**config.mk**
```make
export PLATFORM = sky130hd
export DESIGN_NAME = dwzm_cell
export DESIGN_NICKNAME = d
export VERILOG_FILES = /design/src/rtl/dwzm_pkg.sv /design/src/rtl/dwzm_cell.sv
export SDC_FILE = /design/constraint.sdc
export NUM_CORES = 1
export LEC_CHECK = 0
export ABC_CLOCK_PERIOD_IN_PS = 1600
export BUFFER_PORTS_ARGS = -buffer_cell sky130_fd_sc_hd__buf_2
export CORE_AREA = 3 3 54 56
export CTS_CLUSTER_DIAMETER = 30
export DETAILED_ROUTE_END_ITERATION = 10
export DIE_AREA = 0 0 57 59
export PLACE_DENSITY = 0.83
export SYNTH_ARGS = -nofsm -noshare
export SYNTH_HDL_FRONTEND = slang
export SYNTH_SLANG_ARGS = --single-unit
```
**constraint.sdc**
```tcl
create_clock -name clk -period 1.6 [get_ports clk]
set_clock_uncertainty 0.2 [all_clocks]
set_input_delay 0.32 -clock clk [delete_from_list [all_inputs] [get_ports clk]]
set_output_delay 0.32 -clock clk [all_outputs]
set_load 0.005 [all_outputs]
```
**src/rtl/dwzm_pkg.sv**
```systemverilog
// Package with sizes, codes and shared types of the zero mask block.
`timescale 1ns / 1ps
package dwzm_pkg;

    localparam int MAX_WIDTH      = 1024;
    localparam int MAX_HALF_WIDTH = 8;
    localparam int MAX_STRETCH    = 4;

    localparam int MAX_REACH  = MAX_HALF_WIDTH * MAX_STRETCH;
    localparam int LINE_DEPTH = MAX_WIDTH + 2 * MAX_REACH + 1;
    localparam int LINE_IDX_W = $clog2(LINE_DEPTH);
    localparam int DIFF_W     = LINE_IDX_W + 1;

    localparam int HW_W     = 4;
    localparam int STR_W    = 3;
    localparam int LW_W     = 11;
    localparam int SAMPLE_W = 32;

    localparam int COL_W   = $clog2(MAX_WIDTH);
    localparam int REACH_W = $clog2(MAX_REACH + 1);
    localparam int SPAN_W  = $clog2(2 * MAX_REACH + 1);
    localparam int PEND_W  = $clog2(MAX_WIDTH + MAX_REACH + 1);
    localparam int PROD_W  = HW_W + STR_W;

    localparam int CFG_IDX_W  = 2;
    localparam int CFG_DATA_W = LW_W;

    localparam int TREE_GROUP  = 33;
    localparam int TREE_GROUPS = (LINE_DEPTH + TREE_GROUP - 1) / TREE_GROUP;
    localparam int TREE_PAD_W  = TREE_GROUPS * TREE_GROUP;

    localparam logic [CFG_IDX_W-1:0] CFG_HALF_WIDTH = 2'd0;
    localparam logic [CFG_IDX_W-1:0] CFG_STRETCH    = 2'd1;
    localparam logic [CFG_IDX_W-1:0] CFG_LINE_WIDTH = 2'd2;

    localparam logic CMD_SAMPLE = 1'b0;
    localparam logic CMD_FLUSH  = 1'b1;

    localparam logic [HW_W-1:0]  HALF_WIDTH_RST = 4'd1;
    localparam logic [STR_W-1:0] STRETCH_RST    = 3'd1;
    localparam logic [LW_W-1:0]  LINE_WIDTH_RST = 11'd1024;

    // Tap geometry that every cell of the flag line needs.
    typedef struct packed {
        logic [LW_W-1:0]   width;
        logic [SPAN_W-1:0] span;
        logic [STR_W-1:0]  stretch;
    } tap_cfg_t;

    // Side information that travels with a result word down the pipeline.
    typedef struct packed {
        logic flush;
        logic last;
        logic in_range;
    } res_ctl_t;

endpackage

```
**src/rtl/dwzm_cell.sv**
```systemverilog
// One cell of the zero flag line: a flag bit, its neighbor link and its tap select.
`timescale 1ns / 1ps
module dwzm_cell (
    input  logic                          clk,
    input  logic                          rst_n,
    input  logic                          shift,
    input  logic                          flag_in,
    input  dwzm_pkg::tap_cfg_t            cfg,
    input  logic [dwzm_pkg::LINE_IDX_W-1:0] index,
    output logic                          flag_out,
    output logic                          hit
);

    // True when offset d is a whole multiple of the tap spacing s.
    function automatic logic spacing_ok(
        input logic [dwzm_pkg::SPAN_W-1:0]  d,
        input logic [dwzm_pkg::STR_W-1:0]   s
    );
        logic [dwzm_pkg::SPAN_W:0] dx;
        logic [3:0]                sum;
        logic [2:0]                sum2;
        logic                      ok;
        dx  = {1'b0, d};
        sum = '0;
        // Base-4 digits sum to the value modulo 3.
        for (int k = 0; k < (dwzm_pkg::SPAN_W + 1) / 2; k++) begin
            sum = sum + 4'(dx[2*k +: 2]);
        end
        sum2 = 3'(sum[1:0]) + 3'(sum[3:2]);
        unique case (s)
            3'd2:    ok = ~d[0];
            3'd3:    ok = (sum2 == 3'd0) || (sum2 == 3'd3) || (sum2 == 3'd6);
            3'd4:    ok = (d[1:0] == 2'd0);
            default: ok = 1'b1;
        endcase
        return ok;
    endfunction

    logic                          flag_reg;
    logic                          flag_next;
    logic                          sel_reg;
    logic                          sel_next;
    logic [dwzm_pkg::DIFF_W-1:0]   diff;
    logic                          near_tap;
    logic                          far_tap;

    assign diff = dwzm_pkg::DIFF_W'(index) - dwzm_pkg::DIFF_W'(cfg.width);

    // A cell is a tap of the newer row window or of the row one line back.
    assign near_tap = (index <= dwzm_pkg::LINE_IDX_W'(cfg.span))
                      && spacing_ok(index[dwzm_pkg::SPAN_W-1:0], cfg.stretch);
    assign far_tap  = ~diff[dwzm_pkg::DIFF_W-1]
                      && (diff[dwzm_pkg::DIFF_W-2:0] <= dwzm_pkg::LINE_IDX_W'(cfg.span))
                      && spacing_ok(diff[dwzm_pkg::SPAN_W-1:0], cfg.stretch);

    assign sel_next  = near_tap | far_tap;
    assign flag_next = shift ? flag_in : flag_reg;

    always_ff @(posedge clk or negedge rst_n)
    begin
        if (!rst_n)
        begin
            flag_reg <= 1'b0;
            sel_reg  <= 1'b0;
        end
        else
        begin
            flag_reg <= flag_next;
            sel_reg  <= sel_next;
        end
    end

    assign flag_out = flag_reg;
    assign hit      = flag_reg & sel_reg;

endmodule

```
* Word level (Yosys, flattened, before mapping)
Index checks and enable logic that the tools add are counted.
Word-level totals: input port bits 36, word-level logic and storage cells 38, output and inout port bits 2, bits in registers 2
Cells by class: equal/unequal tests 7, bitwise logic cells 5, mux-type cells 2, add/sub/neg operators 9, $lt $le $gt $ge 2, reduce and logical (&&, ||, !) cells 11
Operator list (count):
- $le 11x7->1 | 2
- $add 2x2->3 | 4
- $eq 3x2->1 const B | 4
- $sub 11x11->12 | 1
- $eq 3x3->1 const B | 3
- $add 3x2->4 | 2
- $add 4x1->4 | 2
- $logic_not 3->1 | 2
- $pmux 1 s3 | 2
- $logic_not 2->1 | 2
- $logic_or 1x1->1 | 4
- $logic_and 1x1->1 | 3
- $not 1->1 | 3
- $and 1x1->1 | 1
- $or 1x1->1 | 1

* Logic depth before layout (Yosys ltp)
word-level depth 11, depth in mapped cells 22, gate-level depth less buffers 22

* Least setup slack after synthesis
Ideal clock, no wire load.
kind input port to flip-flop, from in index[0] (netlist bit), to reg sel_reg, stages 22, path slack -3.330 ns, path buffers 0, arrival 4.635 ns, library setup time 0.095 ns, data required time 1.305 ns, cell sequence inv_1 > ha_1 > fa_1 > nor2b_1 > o31a_1 > o21ai_1 > nand2_1 > xnor2_1 > fa_1 > inv_1 > ha_1 > fa_1 > xor2_1 > ha_1 > inv_1 > fa_1 > xor2_1 > o21ai_1 > o22ai_1 > a41o_1 > or4_1 > o32ai_2
Between the ends: longest elaborated chain between the ends 11, elaborated cells between the ends (all ways) 32, those cells by class add/sub (9); order compare (2); eq/ne (4); mux (2); bitwise (4); reduce/logical (11)
Ends and longest elaborated chain:
- start, declared | line dwzm_cell.sv:9 | input logic [dwzm_pkg::LINE_IDX_W-1:0] index,
- $sub 11x11->12 | line dwzm_cell.sv:47 | assign diff = dwzm_pkg::DIFF_W'(index) - dwzm_pkg::DIFF_W'(cfg.width);
- $add 2x2->3 | line dwzm_cell.sv:27 | sum = sum + 4'(dx[2*k +: 2]);
- $add 3x2->4 | line dwzm_cell.sv:27
- $add 4x1->4 | line dwzm_cell.sv:27
- $add 2x2->3 | line dwzm_cell.sv:29 | sum2 = 3'(sum[1:0]) + 3'(sum[3:2]);
- $eq 3x2->1 / $logic_not 3->1 (equally long branches) | line dwzm_cell.sv:32 | 3'd3: ok = (sum2 == 3'd0) || (sum2 == 3'd3) || (sum2 == 3'd6);
- $logic_or 1x1->1 (2 in a row) | line dwzm_cell.sv:32
- $pmux 1 s3 | line dwzm_cell.sv:30 | unique case (s)
- $logic_and 1x1->1 | line dwzm_cell.sv:54 | && spacing_ok(diff[dwzm_pkg::SPAN_W-1:0], cfg.stretch);
- $or 1x1->1 (*) | line dwzm_cell.sv:56 | assign sel_next = near_tap | far_tap;
- named net sel_next | line dwzm_cell.sv:42 | logic sel_next;
- end signal, assigned | line dwzm_cell.sv:69 | sel_reg <= sel_next;
- end, declared | line dwzm_cell.sv:41 | logic sel_reg;
The timed path passes the listed nets; every way through them passes the cells marked *. A chain may end at the register's enable or synchronous reset.

* Worst setup path after layout
Ends and elaborated chain as after synthesis.

==> impl_metrics.yaml <==
outcome:
  outcome: "finished, violations left"
  violations_in_the_final_reports: "negative setup slack"
power_and_ir_drop:
  power_density_normalized_to_cell_area_nw_per_um2: 785.9
  vdd_drop_max_mv: 0.8887
  p_leak_nw: 1.178
synth:
  synth_seq_area_share_pct: 3.581
  post_synth_inst_count: 174
  yosysWarningCount: 0
  synthDominantCellAreaShare_pct: 27.75
  synthFlopType: "sky130_fd_sc_hd__dfrtp_1"
  synth.lib_cells_used.distinct: 39
  mappedNetlistArea_um2: 1398
  synthesis.nets: 250
  synth-async-reset-ratio_pct: 100.0
  synth.largest_area_cell: "sky130_fd_sc_hd__ha_1"
  synth_top_cells_by_area: "sky130_fd_sc_hd__ha_1 28%, sky130_fd_sc_hd__fa_1 13%, sky130_fd_sc_hd__inv_1 9.4%"
  synth.avg_cell_area_um2: 8.032
  synth-edff-count: 0
  yosys_register_bits: 2
cells_and_area:
  layout.cell_area.non_filler_um2: 2192
  filler_cell_count: 132
  post_layout_nonfiller_instances: 307
  diodes: 0
  syn2layout_area_growth_pct: 56.85
  final_net_count: 355
  fraction_of_final_layout_cells_sized_beyond_drive_strength_1_pct: 43.32
clock_tree:
  clock_sinks: 2
  worstSkewPairLatency_ns: 0.22
  inserted_clock_buffers: 3
  tritoncts_clock_tree: "built"
  maximum_root_to_sink_buffer_count: 2
  cts_root_buf: "sky130_fd_sc_hd__clkbuf_4"
  clock_pin_slew_of_the_registers_on_the_worst_case_setup_and_hold_paths_ns: 0.03
  cts_htree_levels: 1
critical_path:
  crit_path_max_fanout: 2
  worstSetupPathType: "in -> reg"
  worst_path_largest_cell_delay_ns: 0.49
  critPathSlowestCell: "sky130_fd_sc_hd__fa_1"
  cp_cell_sequence: "buf_8 > inv_6 > ha_4 > fa_2 > nor2b_2 > o31a_1 > o21ai_2 > nand2_2 > xnor2_2 > fa_1 > inv_1 > ha_2 > fa_2 > xor2_2 > ha_2 > inv_2 > fa_1 > xor2_1 > o21ai_1 > o22ai_1 > a41o_1 > or4_4 > o32ai_2"
  worstSetupEndpointType: "register"
  worstSetupStartpointType: "input port"
  critical_path_arrival_ns: 5.03
  required_time_of_the_worst_setup_path_ns: 1.53
timing:
  slew_headroom_pct: 71.79
  post_route_hold_slack_ns: 0.1327
  timing.final.crit_period_ns: 5.094
  rsz_0062_raised_after_global_routing: "true"
  tightest_slew_ns: 0.4201
  final_hold_viol_count: 0
  fin_crit_sh_pct: 318.4
  achievable-frequency_ghz: 0.1963
  layout_setup_ws_ns: -3.494
  setup_violations: 1
  setup_total_negative_slack_ns: -3.494
  timing_max_transition_violations_final: 0
worst_hold_path:
  worstHoldPathType: "in -> reg"
placement:
  post_dp_cell_area_um2: 2101
  final_hpwl_from_detailed_placement_um: 4281
  placement.io_buffers: 37
  place_inst: 299
  gp_weighted_congestion: 0.8955
floorplanning:
  design.core.area_um2: 2477
  height_of_the_die_um: 59
  initial_utilization_pct: 56.41
  die_width_um: 57
  floorplan.die_area_um2: 3363
  core.rowCount: 18
  design.portCount: 38
routing:
  final_antenna_net_count: 0
  drcViolationCount: 0
  wire_per_inst_um: 18.72
  wl_um: 5748
  num_vias: 1880
  first_iter_violations: 137
  drt-pass1-iter-count: 4
  post_dr_vias_cell: 6.124
grt:
  vias_in_the_first_global_route: 2019
  number_of_antenna_violations_at_the_first_check_in_global_routing: 0
  grt_max_degree: 7
  grt_pass1_wl_um: 8845
  global_route.overflow_total: 0
  gr-usage-all-layers_pct: 33.88
run:
  drv.max_cap_violation_count: 0
==> power by group <==
group	internal, mW	leakage, nW	switching (mW)	total [mW]
clock	0.0828	0.0138	0.0295	0.112
combinational	0.773	1.14	0.781	1.55
sequential	0.0553	0.0255	0.00182	0.0571
==> critical path, delay by kind of cell <==
kind,cells,cell delay [ns]
adders and majority gates,7,2.08
buffers and inverters,4,0.25
xor gates and xnor gates,3,0.48
and+or+nand+nor,3,0.66
AOI/OAI and AO/OA,6,1.19
==> area by class of cell <==
cell class,instances,area (um2),share of cell area (%)
multi-input cells,136,1267,57.82
repair buffers,101,678.2,30.94
inverters,35,136.4,6.221
flip-flops and latches,2,50.05,2.283
well taps,30,37.54,1.712
clock buffers,3,22.52,1.027
==> kinds of logic after synthesis <==
family                     share of synthesized area (%)
AOI/OAI and AO/OA                                  22.74
DFF                                                3.581
and+or+nand+nor                                    15.49
adders and majority gates                          40.64
xor gates and xnor gates                           5.014
buffers and inverters                              10.21
muxes                                              2.328
==> layer usage <==
layer | vias to the layer above | track usage, % | share of wire (%)
met4 | 0 | 22.85 | 8.3
met3 | 47 | 3.922 | 7.4
met1 | 875 | 33.60 | 33
li1 | 831 | - | -
met5 | - | 0 | 0
met2 | 127 | 65.58 | 51
==> Yosys cell counts, types with 2 or more instances <==
cell                        n
sky130_fd_sc_hd__o22ai_1    2
sky130_fd_sc_hd__nor3_1     2
sky130_fd_sc_hd__xor2_1     3
sky130_fd_sc_hd__fa_1       9
sky130_fd_sc_hd__o211ai_1   3
sky130_fd_sc_hd__dfrtp_1    2
sky130_fd_sc_hd__nand2_1    7
sky130_fd_sc_hd__a21o_1     4
sky130_fd_sc_hd__nor4_1     2
sky130_fd_sc_hd__ha_1      31
sky130_fd_sc_hd__o21ai_0    6
sky130_fd_sc_hd__o21a_1     5
sky130_fd_sc_hd__a31oi_1    2
sky130_fd_sc_hd__nand4_1    4
sky130_fd_sc_hd__nand3b_1   3
sky130_fd_sc_hd__a21oi_1   12
sky130_fd_sc_hd__nor2_1     5
sky130_fd_sc_hd__nor2b_1    4
sky130_fd_sc_hd__inv_1     35
sky130_fd_sc_hd__nand3_1    4
sky130_fd_sc_hd__xnor2_1    5
sky130_fd_sc_hd__o21ai_1    2
sky130_fd_sc_hd__o31a_1     2
sky130_fd_sc_hd__nor3b_1    4
sky130_fd_sc_hd__a211o_1    2
==> cell usage in the layout (no fill, tap or decap), types with 5 or more instances in the layout <==
| master | netlist | routed |
|---|---|---|
| sky130_fd_sc_hd__buf_4 | 0 | 63 |
| sky130_fd_sc_hd__inv_1 | 35 | 33 |
| sky130_fd_sc_hd__ha_1 | 31 | 27 |
| sky130_fd_sc_hd__fa_1 | 9 | 7 |
| sky130_fd_sc_hd__a21oi_1 | 12 | 12 |
| sky130_fd_sc_hd__o21ai_0 | 6 | 6 |
| sky130_fd_sc_hd__buf_2 | 0 | 36 |
| sky130_fd_sc_hd__o21a_1 | 5 | 5 |
| sky130_fd_sc_hd__nor2_1 | 5 | 5 |
| sky130_fd_sc_hd__nand2_1 | 7 | 6 |
==> timing repair <==
action	in CTS	in global routing
resized for setup	4	5
pin swaps	12	6
endpoints found under the setup margin	1	1
setup buffers	2	2
hold buffers	1	0
hold endpoints to repair	2	0
==> stage by stage <==
| stage | setup slack, ns | total power, mW | utilization (%) |
|---|---|---|---|
| 5_1_grt | -3.621 | 1.892 | 88.48 |
| 6_report | -3.494 | 1.723 | 88.48 |
| 3_5_place_dp | -3.609 | 1.451 | 84.80 |
| 2_1_floorplan | -3.267 | 0.9713 | - |
| 4_1_cts | -3.322 | 1.618 | 87.17 |
| 3_3_place_gp | -3.454 | 1.326 | 84.80 |
==> path summary, 6_finish.rpt <==
| kind | startpoint | endpoint | slack, ns | depth (start not counted) |
|---|---|---|---|---|
| max in group asynchronous | rst_n | flag_out | 0.88 | 2 |
| min | flag_in | flag_out | 0.13 | 2 |
| max | index[0] | sel_reg | -3.49 | 23 |
| min reg2reg | flag_out | flag_out | 0.32 | 1 |
| max reg2reg | flag_out | flag_out | 0.66 | 1 |
| min in group asynchronous | rst_n | sel_reg | 0.23 | 2 |
Note: power is estimated with default switching activity, not from simulation.
