[config.mk]
export PLATFORM = sky130hd
export DESIGN_NAME = dwzm_or_tree
export DESIGN_NICKNAME = d
export VERILOG_FILES = /design/src/rtl/dwzm_pkg.sv /design/src/rtl/dwzm_or_tree.sv
export SDC_FILE = /design/constraint.sdc
export NUM_CORES = 1
export LEC_CHECK = 0
export ABC_AREA = 1
export CAP_MARGIN = 15
export CORE_AREA = 2 2 428 430
export CTS_BUF_LIST = sky130_fd_sc_hd__clkbuf_2 sky130_fd_sc_hd__clkbuf_4 sky130_fd_sc_hd__clkbuf_8
export CTS_CLUSTER_SIZE = 20
export DETAILED_ROUTE_END_ITERATION = 12
export DIE_AREA = 0 0 430 432
export DONT_BUFFER_PORTS = 1
export PLACE_DENSITY = 0.3
export SKIP_CTS_REPAIR_TIMING = 1
export SYNTH_ARGS = -nofsm -noshare
export SYNTH_HDL_FRONTEND = slang
export SYNTH_SLANG_ARGS = --single-unit
export TNS_END_PERCENT = 20
[constraint.sdc]
create_clock -name clk -period 0.94 [get_ports clk]
set_clock_uncertainty 0.1 [all_clocks]
set_input_delay 0.047 -clock clk [delete_from_list [all_inputs] [get_ports clk]]
set_output_delay 0.047 -clock clk [all_outputs]
set_load 0.01 [all_outputs]
[src/rtl/dwzm_pkg.sv]
// Package with sizes, codes and shared types of the zero mask block.
`timescale 1ns / 1ps
package dwzm_pkg;

    localparam int MAX_WIDTH      = 1024;
    localparam int MAX_HALF_WIDTH = 8;
    localparam int MAX_STRETCH    = 4;

    localparam int MAX_REACH  = MAX_HALF_WIDTH * MAX_STRETCH;
    localparam int LINE_DEPTH = MAX_WIDTH + 2 * MAX_REACH + 1;
    localparam int LINE_IDX_W = $clog2(LINE_DEPTH);
    localparam int DIFF_W     = LINE_IDX_W + 1;

    localparam int HW_W     = 4;
    localparam int STR_W    = 3;
    localparam int LW_W     = 11;
    localparam int SAMPLE_W = 32;

    localparam int COL_W   = $clog2(MAX_WIDTH);
    localparam int REACH_W = $clog2(MAX_REACH + 1);
    localparam int SPAN_W  = $clog2(2 * MAX_REACH + 1);
    localparam int PEND_W  = $clog2(MAX_WIDTH + MAX_REACH + 1);
    localparam int PROD_W  = HW_W + STR_W;

    localparam int CFG_IDX_W  = 2;
    localparam int CFG_DATA_W = LW_W;

    localparam int TREE_GROUP  = 33;
    localparam int TREE_GROUPS = (LINE_DEPTH + TREE_GROUP - 1) / TREE_GROUP;
    localparam int TREE_PAD_W  = TREE_GROUPS * TREE_GROUP;

    localparam logic [CFG_IDX_W-1:0] CFG_HALF_WIDTH = 2'd0;
    localparam logic [CFG_IDX_W-1:0] CFG_STRETCH    = 2'd1;
    localparam logic [CFG_IDX_W-1:0] CFG_LINE_WIDTH = 2'd2;

    localparam logic CMD_SAMPLE = 1'b0;
    localparam logic CMD_FLUSH  = 1'b1;

    localparam logic [HW_W-1:0]  HALF_WIDTH_RST = 4'd1;
    localparam logic [STR_W-1:0] STRETCH_RST    = 3'd1;
    localparam logic [LW_W-1:0]  LINE_WIDTH_RST = 11'd1024;

    // Tap geometry that every cell of the flag line needs.
    typedef struct packed {
        logic [LW_W-1:0]   width;
        logic [SPAN_W-1:0] span;
        logic [STR_W-1:0]  stretch;
    } tap_cfg_t;

    // Side information that travels with a result word down the pipeline.
    typedef struct packed {
        logic flush;
        logic last;
        logic in_range;
    } res_ctl_t;

endpackage

[src/rtl/dwzm_or_tree.sv]
// Two-level registered OR tree over the tap hits of the flag line.
`timescale 1ns / 1ps
module dwzm_or_tree (
    input  logic                          clk,
    input  logic                          capture,
    input  logic [dwzm_pkg::LINE_DEPTH-1:0] hits,
    output logic                          any
);

    logic [dwzm_pkg::TREE_PAD_W-1:0]  padded;
    logic [dwzm_pkg::TREE_GROUPS-1:0] level_reg;
    logic [dwzm_pkg::TREE_GROUPS-1:0] level_next;

    assign padded = dwzm_pkg::TREE_PAD_W'(hits);

    always_comb
    begin
        for (int g = 0; g < dwzm_pkg::TREE_GROUPS; g++) begin
            level_next[g] = |padded[g*dwzm_pkg::TREE_GROUP +: dwzm_pkg::TREE_GROUP];
        end
    end

    always_ff @(posedge clk)
    begin
        if (capture)
        begin
            level_reg <= level_next;
        end
    end

    assign any = |level_reg;

endmodule

======== Word-level counts from Yosys, hierarchy flattened ========
Index checks and enable logic that the tools add are counted.
word-level totals
  bits in registers ....................... 33
  logic and storage cells ................. 35
operators by class
  reductions and logical operators ........ 34
operators by type and width
  operator             number
  33-bit OR reduction  34

======== Longest topological paths before layout ========
Gate-level depths: netlist of run 1.
  depth in word-level cells ............... 1
  depth in mapped cells ................... 6
  gate-level depth less buffers ........... 6

======== Worst setup path after synthesis of run 1 ========
Ideal clock, no wire load.
  kind .................................... reg2out
  start ................................... register level_reg[6] (netlist bit)
  end ..................................... output port any
  arrival ................................. 0.761 ns
  required time ........................... 0.793 ns
  path slack .............................. 0.032 ns
  stages on the path, launching flop included .. 6
  path buffers ............................ 0
  cells stage by stage .................... edfxtp_1 > nor2_1 > and2_1 > nand2_1 > nor2_1 > nand3_1
on the way
  longest elaborated chain between the ends .. 1
RTL lines
  what                    line                text
  from (decl)             dwzm_or_tree.sv:11  logic [dwzm_pkg::TREE_GROUPS-1:0] level_reg;
  from (signal assigned)  dwzm_or_tree.sv:27  level_reg <= level_next;
  33-bit OR reduction     dwzm_or_tree.sv:31  assign any = |level_reg;
  to (decl)               dwzm_or_tree.sv:7   output logic any
Every way passes these cells.

======== Worst setup path after layout of run 1 ========
  start ................................... register level_reg[29] (netlist bit)
  end ..................................... output port any
Same word-level chain as after synthesis.

==> results.rst, run 1 <==
.. list-table::
   :header-rows: 1

   * - Metric
     - Value
   * - Instance count of the mapped netlist
     - 1,393
   * - Class of the most critical hold timing path
     - primary input to flop
   * - Fillers
     - 21,700
   * - Type of element launching the critical path
     - flop
   * - Endpoint of the most critical setup path
     - any
   * - Status
     - finished with violations
   * - Final global-route overflow total
     - 0
   * - Total of max-cap violations
     - 0
   * - Routed length per placed instance
     - 14.1 um
   * - Area after DPL
     - 9930 um2
   * - Met1 GRT Util
     - 0.0649
   * - CTS sink cnt
     - 33
   * - Crit end category
     - output port
   * - 1st-pass router iterations
     - 4
   * - Post-layout minimum cycle time
     - 1.69 ns
   * - Antenna Violating Nets Remaining
     - 0
   * - Slew HR
     - 0.738
   * - Number of antenna violations at the first check in global routing
     - 36
   * - Count of pins over their slew limit
     - 0
   * - Proportion of synthesized chip area in sequential cells
     - 0.152
   * - Register bit total from synthesis
     - 33
   * - Via count of the first global-routing pass
     - 7,920
   * - Violations in the final reports
     - hold timing, setup timing
   * - PwrDens
     - 482 nW/um2
   * - HPWL after detailed placement
     - 49.9 mm
   * - Cell types with the largest area share after synthesis
     - sky130_fd_sc_hd__nor2_1, sky130_fd_sc_hd__inv_1, sky130_fd_sc_hd__nand2_1, sky130_fd_sc_hd__edfxtp_1, sky130_fd_sc_hd__nand3_2
   * - Post-route cell area
     - 10,300 um2
   * - Final core occ
     - 0.0567
   * - Clock tree from TritonCTS
     - built
   * - Final setup viols
     - 2
   * - Die outline width
     - 430 um
   * - Leakage
     - 4.05 nW
   * - Post-route DRC
     - 0
   * - Area share of the leading cell type in the synthesized netlist
     - 0.313
   * - Worst Path Max Fanout
     - 1
   * - Clock Tree Root
     - sky130_fd_sc_hd__clkbuf_8
   * - M3 GR Usage
     - 0.0160
   * - Number of flip-flops in the largest register
     - 33
   * - Req. time, crit path
     - 0.79 ns
   * - Die height
     - 432 um
   * - Slew at the pin closest to its max-slew limit
     - 0.392 ns
   * - Maximum level of the CTS H-tree
     - 2
   * - Wire length of the first global-routing pass
     - 65.7 mm
   * - Vias per cell
     - 2.26
   * - Detailed router's first-iteration violation count
     - 443
   * - Count of input and output buffers
     - 0
   * - Worst setup slack after layout
     - -0.749 ns
   * - Peak supply drop
     - 0.000438 V
   * - Hold depth
     - 0
   * - Clock-pin slew reported for the worst setup and hold paths after clock tree synthesis
     - 0.12 ns
   * - Distinct cells, synth
     - 8
   * - Setup repair after global routing missed its margin
     - yes
   * - Worst Path Arrival
     - 1.54 ns
   * - Maximum number of pins on one net before global-route repair
     - 34
   * - Worst-case hold slack
     - -0.320 ns
   * - Cell area after synthesis
     - 6520 um2
   * - Number of warnings issued by yosys
     - 0
   * - Start point of the critical path
     - level_reg[29]$_DFFE_PP_
   * - Nets
     - 2,558
   * - Via Count
     - 8,750
   * - Number of buffers on the longest clock path
     - 2
   * - Share of layout cells above drive strength 1
     - 0.0899
   * - Library cell with the largest summed area after synthesis
     - sky130_fd_sc_hd__nor2_1
   * - Hold violation total from the final report
     - 58
   * - Area of the core
     - 182,000 um2
   * - Setup slack after placement
     - -0.425 ns
   * - Synthesized Nets
     - 2,484
   * - Met2 usage in global routing
     - 0.0888
   * - Area growth from synthesis to final layout
     - 58.0%
   * - WL final
     - 54.7 mm
   * - Core Rows
     - 157
   * - All-layer global routing usage
     - 0.0548
   * - Num ports
     - 1,092
   * - Post-route setup TNS
     - -0.832 ns
   * - Num CTS Buffers
     - 5
   * - Die Footprint
     - 186,000 um2
   * - Highest achievable clock rate
     - 0.592 GHz
   * - Initial Util
     - 0.0359
   * - Placer congestion estimate
     - 1.08
   * - Critical path class
     - flop to output port
   * - Period utilization
     - 1.80
   * - GRT Max-Usage Layer
     - met2
   * - Syn_area_per_cell
     - 4.68 um2
   * - Worst hold start
     - capture
## how the worst min path moves through the flow
stage / endpoint / slack, ns
global route: level_reg[29]$_DFFE_PP_ / -0.39
detailed placement: level_reg[26]$_DFFE_PP_ / 0.09
global placement: level_reg[26]$_DFFE_PP_ / 0.09
floorplan: level_reg[0]$_DFFE_PP_ / 0.06
CTS: level_reg[31]$_DFFE_PP_ / -0.42
finish: level_reg[29]$_DFFE_PP_ / -0.32
## synth_stat cells
library cell	number
sky130_fd_sc_hd__and2_1	34
sky130_fd_sc_hd__edfxtp_1	33
sky130_fd_sc_hd__inv_1	340
sky130_fd_sc_hd__nand2_1	340
sky130_fd_sc_hd__nand3_1	34
sky130_fd_sc_hd__nand3_2	34
sky130_fd_sc_hd__nor2_1	544
sky130_fd_sc_hd__nor2_2	34
## layer usage
layer  routed length, um  vias to the layer above
met5                 127                        -
met1               21600                     3900
li1                    -                     4107
met2               25900                      616
met3                4610                      103
met4                2480                       24
## worst max-delay path, cell delays in order, from the launching register on
cell	delay, ns
sky130_fd_sc_hd__edfxtp_1	0.38
sky130_fd_sc_hd__inv_1	0.06
sky130_fd_sc_hd__nand2_1	0.05
sky130_fd_sc_hd__nor2_1	0.09
sky130_fd_sc_hd__nand2_1	0.09
sky130_fd_sc_hd__buf_12	0.14
sky130_fd_sc_hd__nor2_2	0.09
sky130_fd_sc_hd__nand3_2	0.08
sky130_fd_sc_hd__buf_6	0.13
## power breakdown
| group | switching, mW | total [mW] | internal, mW |
|---|---|---|---|
| logic | 0.831 | 1.43 | 0.602 |
| clock network | 1.03 | 1.83 | 0.799 |
| registers | 0.0204 | 1.70 | 1.68 |
| total | 1.88 | 4.96 | 3.09 |
## cell families (layout without fill, tap and decap cells)
group | after synthesis | count (layout) | share of synthesized area
other | 0 | 17 | 0
flip-flops | 33 | 33 | 0.152
AND/OR/NAND/NOR | 1020 | 1020 | 0.652
buffers and inverters | 340 | 415 | 0.196
## area by class of cell
cell class | instances | area [um2] | share of cell area
diodes | 17 | 42.5 | 0.00413
clock buffers | 5 | 68.8 | 0.00668
clock inverters | 3 | 46.3 | 0.00449
inverters | 340 | 1280 | 0.124
multi-input cells | 1020 | 4280 | 0.415
flip-flops and latches | 33 | 991 | 0.0962
well taps | 2385 | 2980 | 0.290
repair buffers | 67 | 617 | 0.0599
## per-stage QoR
stage	hold slack, ns	power [mW]	instances
finish	-0.320	4.96	3870
global route	-0.388	5.50	3865
CTS	-0.419	5.26	3834
detailed placement	0.0897	3.10	3826
global placement	0.0945	3.10	3826
floorplan	0.0595	2.71	1393
## layout by cell type, fill, tap and decap left out, drive strengths merged
cell,count
and2,34
clkinv,1
nor2,578
buf,48
edfxtp,33
inv,340
clkinvlp,1
diode,17
clkbuf,5
nand3,68
dlygate4sd3,19
bufinv,1
nand2,340
Power figures use the tool's default switching activity.
==> run 2: changes to the inputs <==
Settings changed: ABC_AREA 1 to unset, CORE_AREA 2 2 428 430 to 2 2 431 433, DIE_AREA 0 0 430 432 to 0 0 433 435.
==> run 2 against run 1 <==
Effect of this change: the run still ends with hold timing, setup timing left; sequential power barely moved; die area grew 1.4%; power shrank 24%; setup slack worse by 0.51 ns; non-clock buffer count shrank 1; synthesized area down 44%; clock power shrank 21%.
==> results.rst, run 2 <==
.. list-table::
   :header-rows: 1

   * - Metric
     - Value
   * - Status
     - finished with violations
   * - Violations in the final reports
     - hold timing, setup timing
   * - Clk pwr share
     - 0.382
   * - Routed length per placed instance
     - 20.0 um
   * - Via count of the first global-routing pass
     - 5,760
   * - Period utilization
     - 2.33
   * - Clock-pin slew reported for the worst setup and hold paths after clock tree synthesis
     - 0.10 ns
   * - Area of the core
     - 184,000 um2
   * - Proportion of synthesized chip area in sequential cells
     - 0.270
   * - Peak supply drop
     - 0.000471 V
   * - Part of the power in registers
     - 0.458
   * - Number of buffers on the longest clock path
     - 2
   * - 1st-pass router iterations
     - 6
   * - HPWL after detailed placement
     - 55.2 mm
   * - All-layer global routing usage
     - 0.0595
   * - PwrDens
     - 455 nW/um2
   * - Crit end category
     - output port
   * - Maximum number of pins on one net before global-route repair
     - 34
   * - Clock tree from TritonCTS
     - built
   * - WL final
     - 60.5 mm
   * - Total of max-cap violations
     - 0
   * - Clock Tree Root
     - sky130_fd_sc_hd__clkbuf_8
   * - Most frequent standard cell in the layout excluding fill and tap cells
     - sky130_fd_sc_hd__nor4_1
   * - Wire length of the first global-routing pass
     - 67.9 mm
   * - Critical path class
     - flop to output port
   * - Area growth from synthesis to final layout
     - 127%
   * - Cell area after synthesis
     - 3670 um2
   * - Final setup viols
     - 21
   * - Worst-case hold slack
     - -0.314 ns
   * - Area share of the leading cell type in the synthesized netlist
     - 0.348
   * - Nets
     - 1,605
   * - Class of the most critical hold timing path
     - primary input to flop
   * - Post-route DRC
     - 0
   * - Num CTS Buffers
     - 5
   * - Ys async rst share
     - 0
   * - Hold violation total from the final report
     - 62
   * - Highest achievable clock rate
     - 0.456 GHz
   * - Library cell with the largest summed area after synthesis
     - sky130_fd_sc_hd__nor4_1
   * - Req. time, crit path
     - 0.79 ns
   * - Core Rows
     - 158
   * - Num ports
     - 1,092
   * - Most used DFF post-synth
     - sky130_fd_sc_hd__edfxtp_1
   * - Setup repair after global routing missed its margin
     - yes
   * - Worst Path Max Fanout
     - 1
   * - Antenna Violating Nets Remaining
     - 0
   * - Die outline width
     - 433 um
   * - Slew HR
     - 0.672
   * - Initial Util
     - 0.0199
   * - Leakage
     - 1.11 nW
   * - Most frequent cells in the layout
     - sky130_fd_sc_hd__nor4_1, sky130_fd_sc_hd__nand4_1, sky130_fd_sc_hd__nor4_2, sky130_fd_sc_hd__buf_4, sky130_fd_sc_hd__or3_1
   * - Register bit total from synthesis
     - 33
   * - Post-layout minimum cycle time
     - 2.19 ns
   * - Worst setup slack after layout
     - -1.25 ns
   * - Switching power
     - 1.20 mW
   * - Type of element launching the critical path
     - flop
   * - Final global-route overflow total
     - 0
   * - Most common cell in the netlist
     - sky130_fd_sc_hd__nor4_1
   * - Fraction of power spent switching nets
     - 0.318
   * - Worst Path Arrival
     - 2.05 ns
   * - Number of flip-flops in the largest register
     - 33
   * - Slew at the pin closest to its max-slew limit
     - 0.487 ns
   * - Distinct cells, synth
     - 6
   * - Synthesized Nets
     - 1,532
   * - CTS sink cnt
     - 33
   * - Instance count of the mapped netlist
     - 441
   * - Cell types with the largest area share after synthesis
     - sky130_fd_sc_hd__nor4_1, sky130_fd_sc_hd__edfxtp_1, sky130_fd_sc_hd__nand4_1, sky130_fd_sc_hd__nor4_2, sky130_fd_sc_hd__or3_1
   * - Design internal power
     - 2.58 mW
   * - Syn_area_per_cell
     - 8.32 um2
   * - Count of input and output buffers
     - 0
   * - Share of layout cells above drive strength 1
     - 0.381
   * - Number of flops mapped to enable cells by yosys
     - 33
   * - Die height
     - 435 um
   * - Vias per cell
     - 1.97
   * - Count of pins over their slew limit
     - 0
   * - Start point of the critical path
     - level_reg[29]$_DFFE_PP_
   * - Worst hold start
     - capture
   * - Placer congestion estimate
     - 1.31
   * - Detailed router's first-iteration violation count
     - 472
   * - Die Footprint
     - 188,000 um2
   * - Top cells by instance count after synthesis
     - sky130_fd_sc_hd__nor4_1, sky130_fd_sc_hd__nand4_1, sky130_fd_sc_hd__or3_1
   * - Number of warnings issued by yosys
     - 0
   * - Gate power share
     - 0.160
   * - Number of antenna violations at the first check in global routing
     - 56
   * - Via Count
     - 5,967
   * - Maximum level of the CTS H-tree
     - 2
   * - Post-layout total power
     - 3.79 mW
-- run 2: routing by layer --
metal	part of all wire	vias up	wire, um	track usage
li1	-	2220	-	-
met1	0.34	2824	20700	0.0610
met3	0.13	142	7680	0.0338
met2	0.47	745	28600	0.0944
met4	0.051	36	3070	0.0339
met5	0.0072	-	434	0.00307
-- run 2: power by group through the flow --
stage	clock network, mW	logic, mW	registers, mW
6_report	1.45	0.606	1.73
5_1_grt	1.71	0.668	1.74
4_1_cts	1.75	0.567	1.73
3_5_place_dp	0	0.564	1.76
3_3_place_gp	0	0.568	1.76
2_1_floorplan	0	0.282	1.73
-- run 2: metrics by stage --
stage / instance area [um2] / cells / util / TNS [ns] / worst slack (ns)
floorplan: 3780 / 441 / - / -5.69 / -0.293
finish: 8330 / 3024 / 0.0452 / -3.53 / -1.25
CTS: 7550 / 2995 / 0.0410 / -6.54 / -1.90
detailed placement: 7470 / 2988 / 0.0406 / -20.87 / -1.39
global route: 8300 / 3014 / 0.0451 / -4.07 / -1.48
global placement: 7470 / 2988 / 0.0406 / -21.08 / -1.39
-- run 2: worst paths after layout --
check                                endpoint  slack [ns]  depth (start not counted)
worst max-delay path                      any       -1.25                          4
worst min-delay path  level_reg[12]$_DFFE_PP_       -0.31                          0
-- run 2: cell families (layout without fill, tap and decap cells) --
family,count (synthesis),count (layout),share of synthesized area
simple gates,408,408,0.730
buf+inv,0,73,0
other cells,0,30,0
flops,33,33,0.270
-- run 2: critical path, stage by stage, from the launching register on --
cell and delay, ns:
sky130_fd_sc_hd__edfxtp_1 0.43, sky130_fd_sc_hd__nor4_4 0.42, sky130_fd_sc_hd__buf_4 0.20, sky130_fd_sc_hd__nand4_1 0.14, sky130_fd_sc_hd__or3_4 0.47
-- run 2: final cells by class --
type,instances,area [um2]
Clock inverter,1,3.75
Tap cell,2480,3100
Antenna cell,30,75.1
Fill cell,21800,176000
Clock buffer,6,76.3
Multi-Input combinational cell,408,3540
Timing Repair Buffer,66,542
Sequential cell,33,991
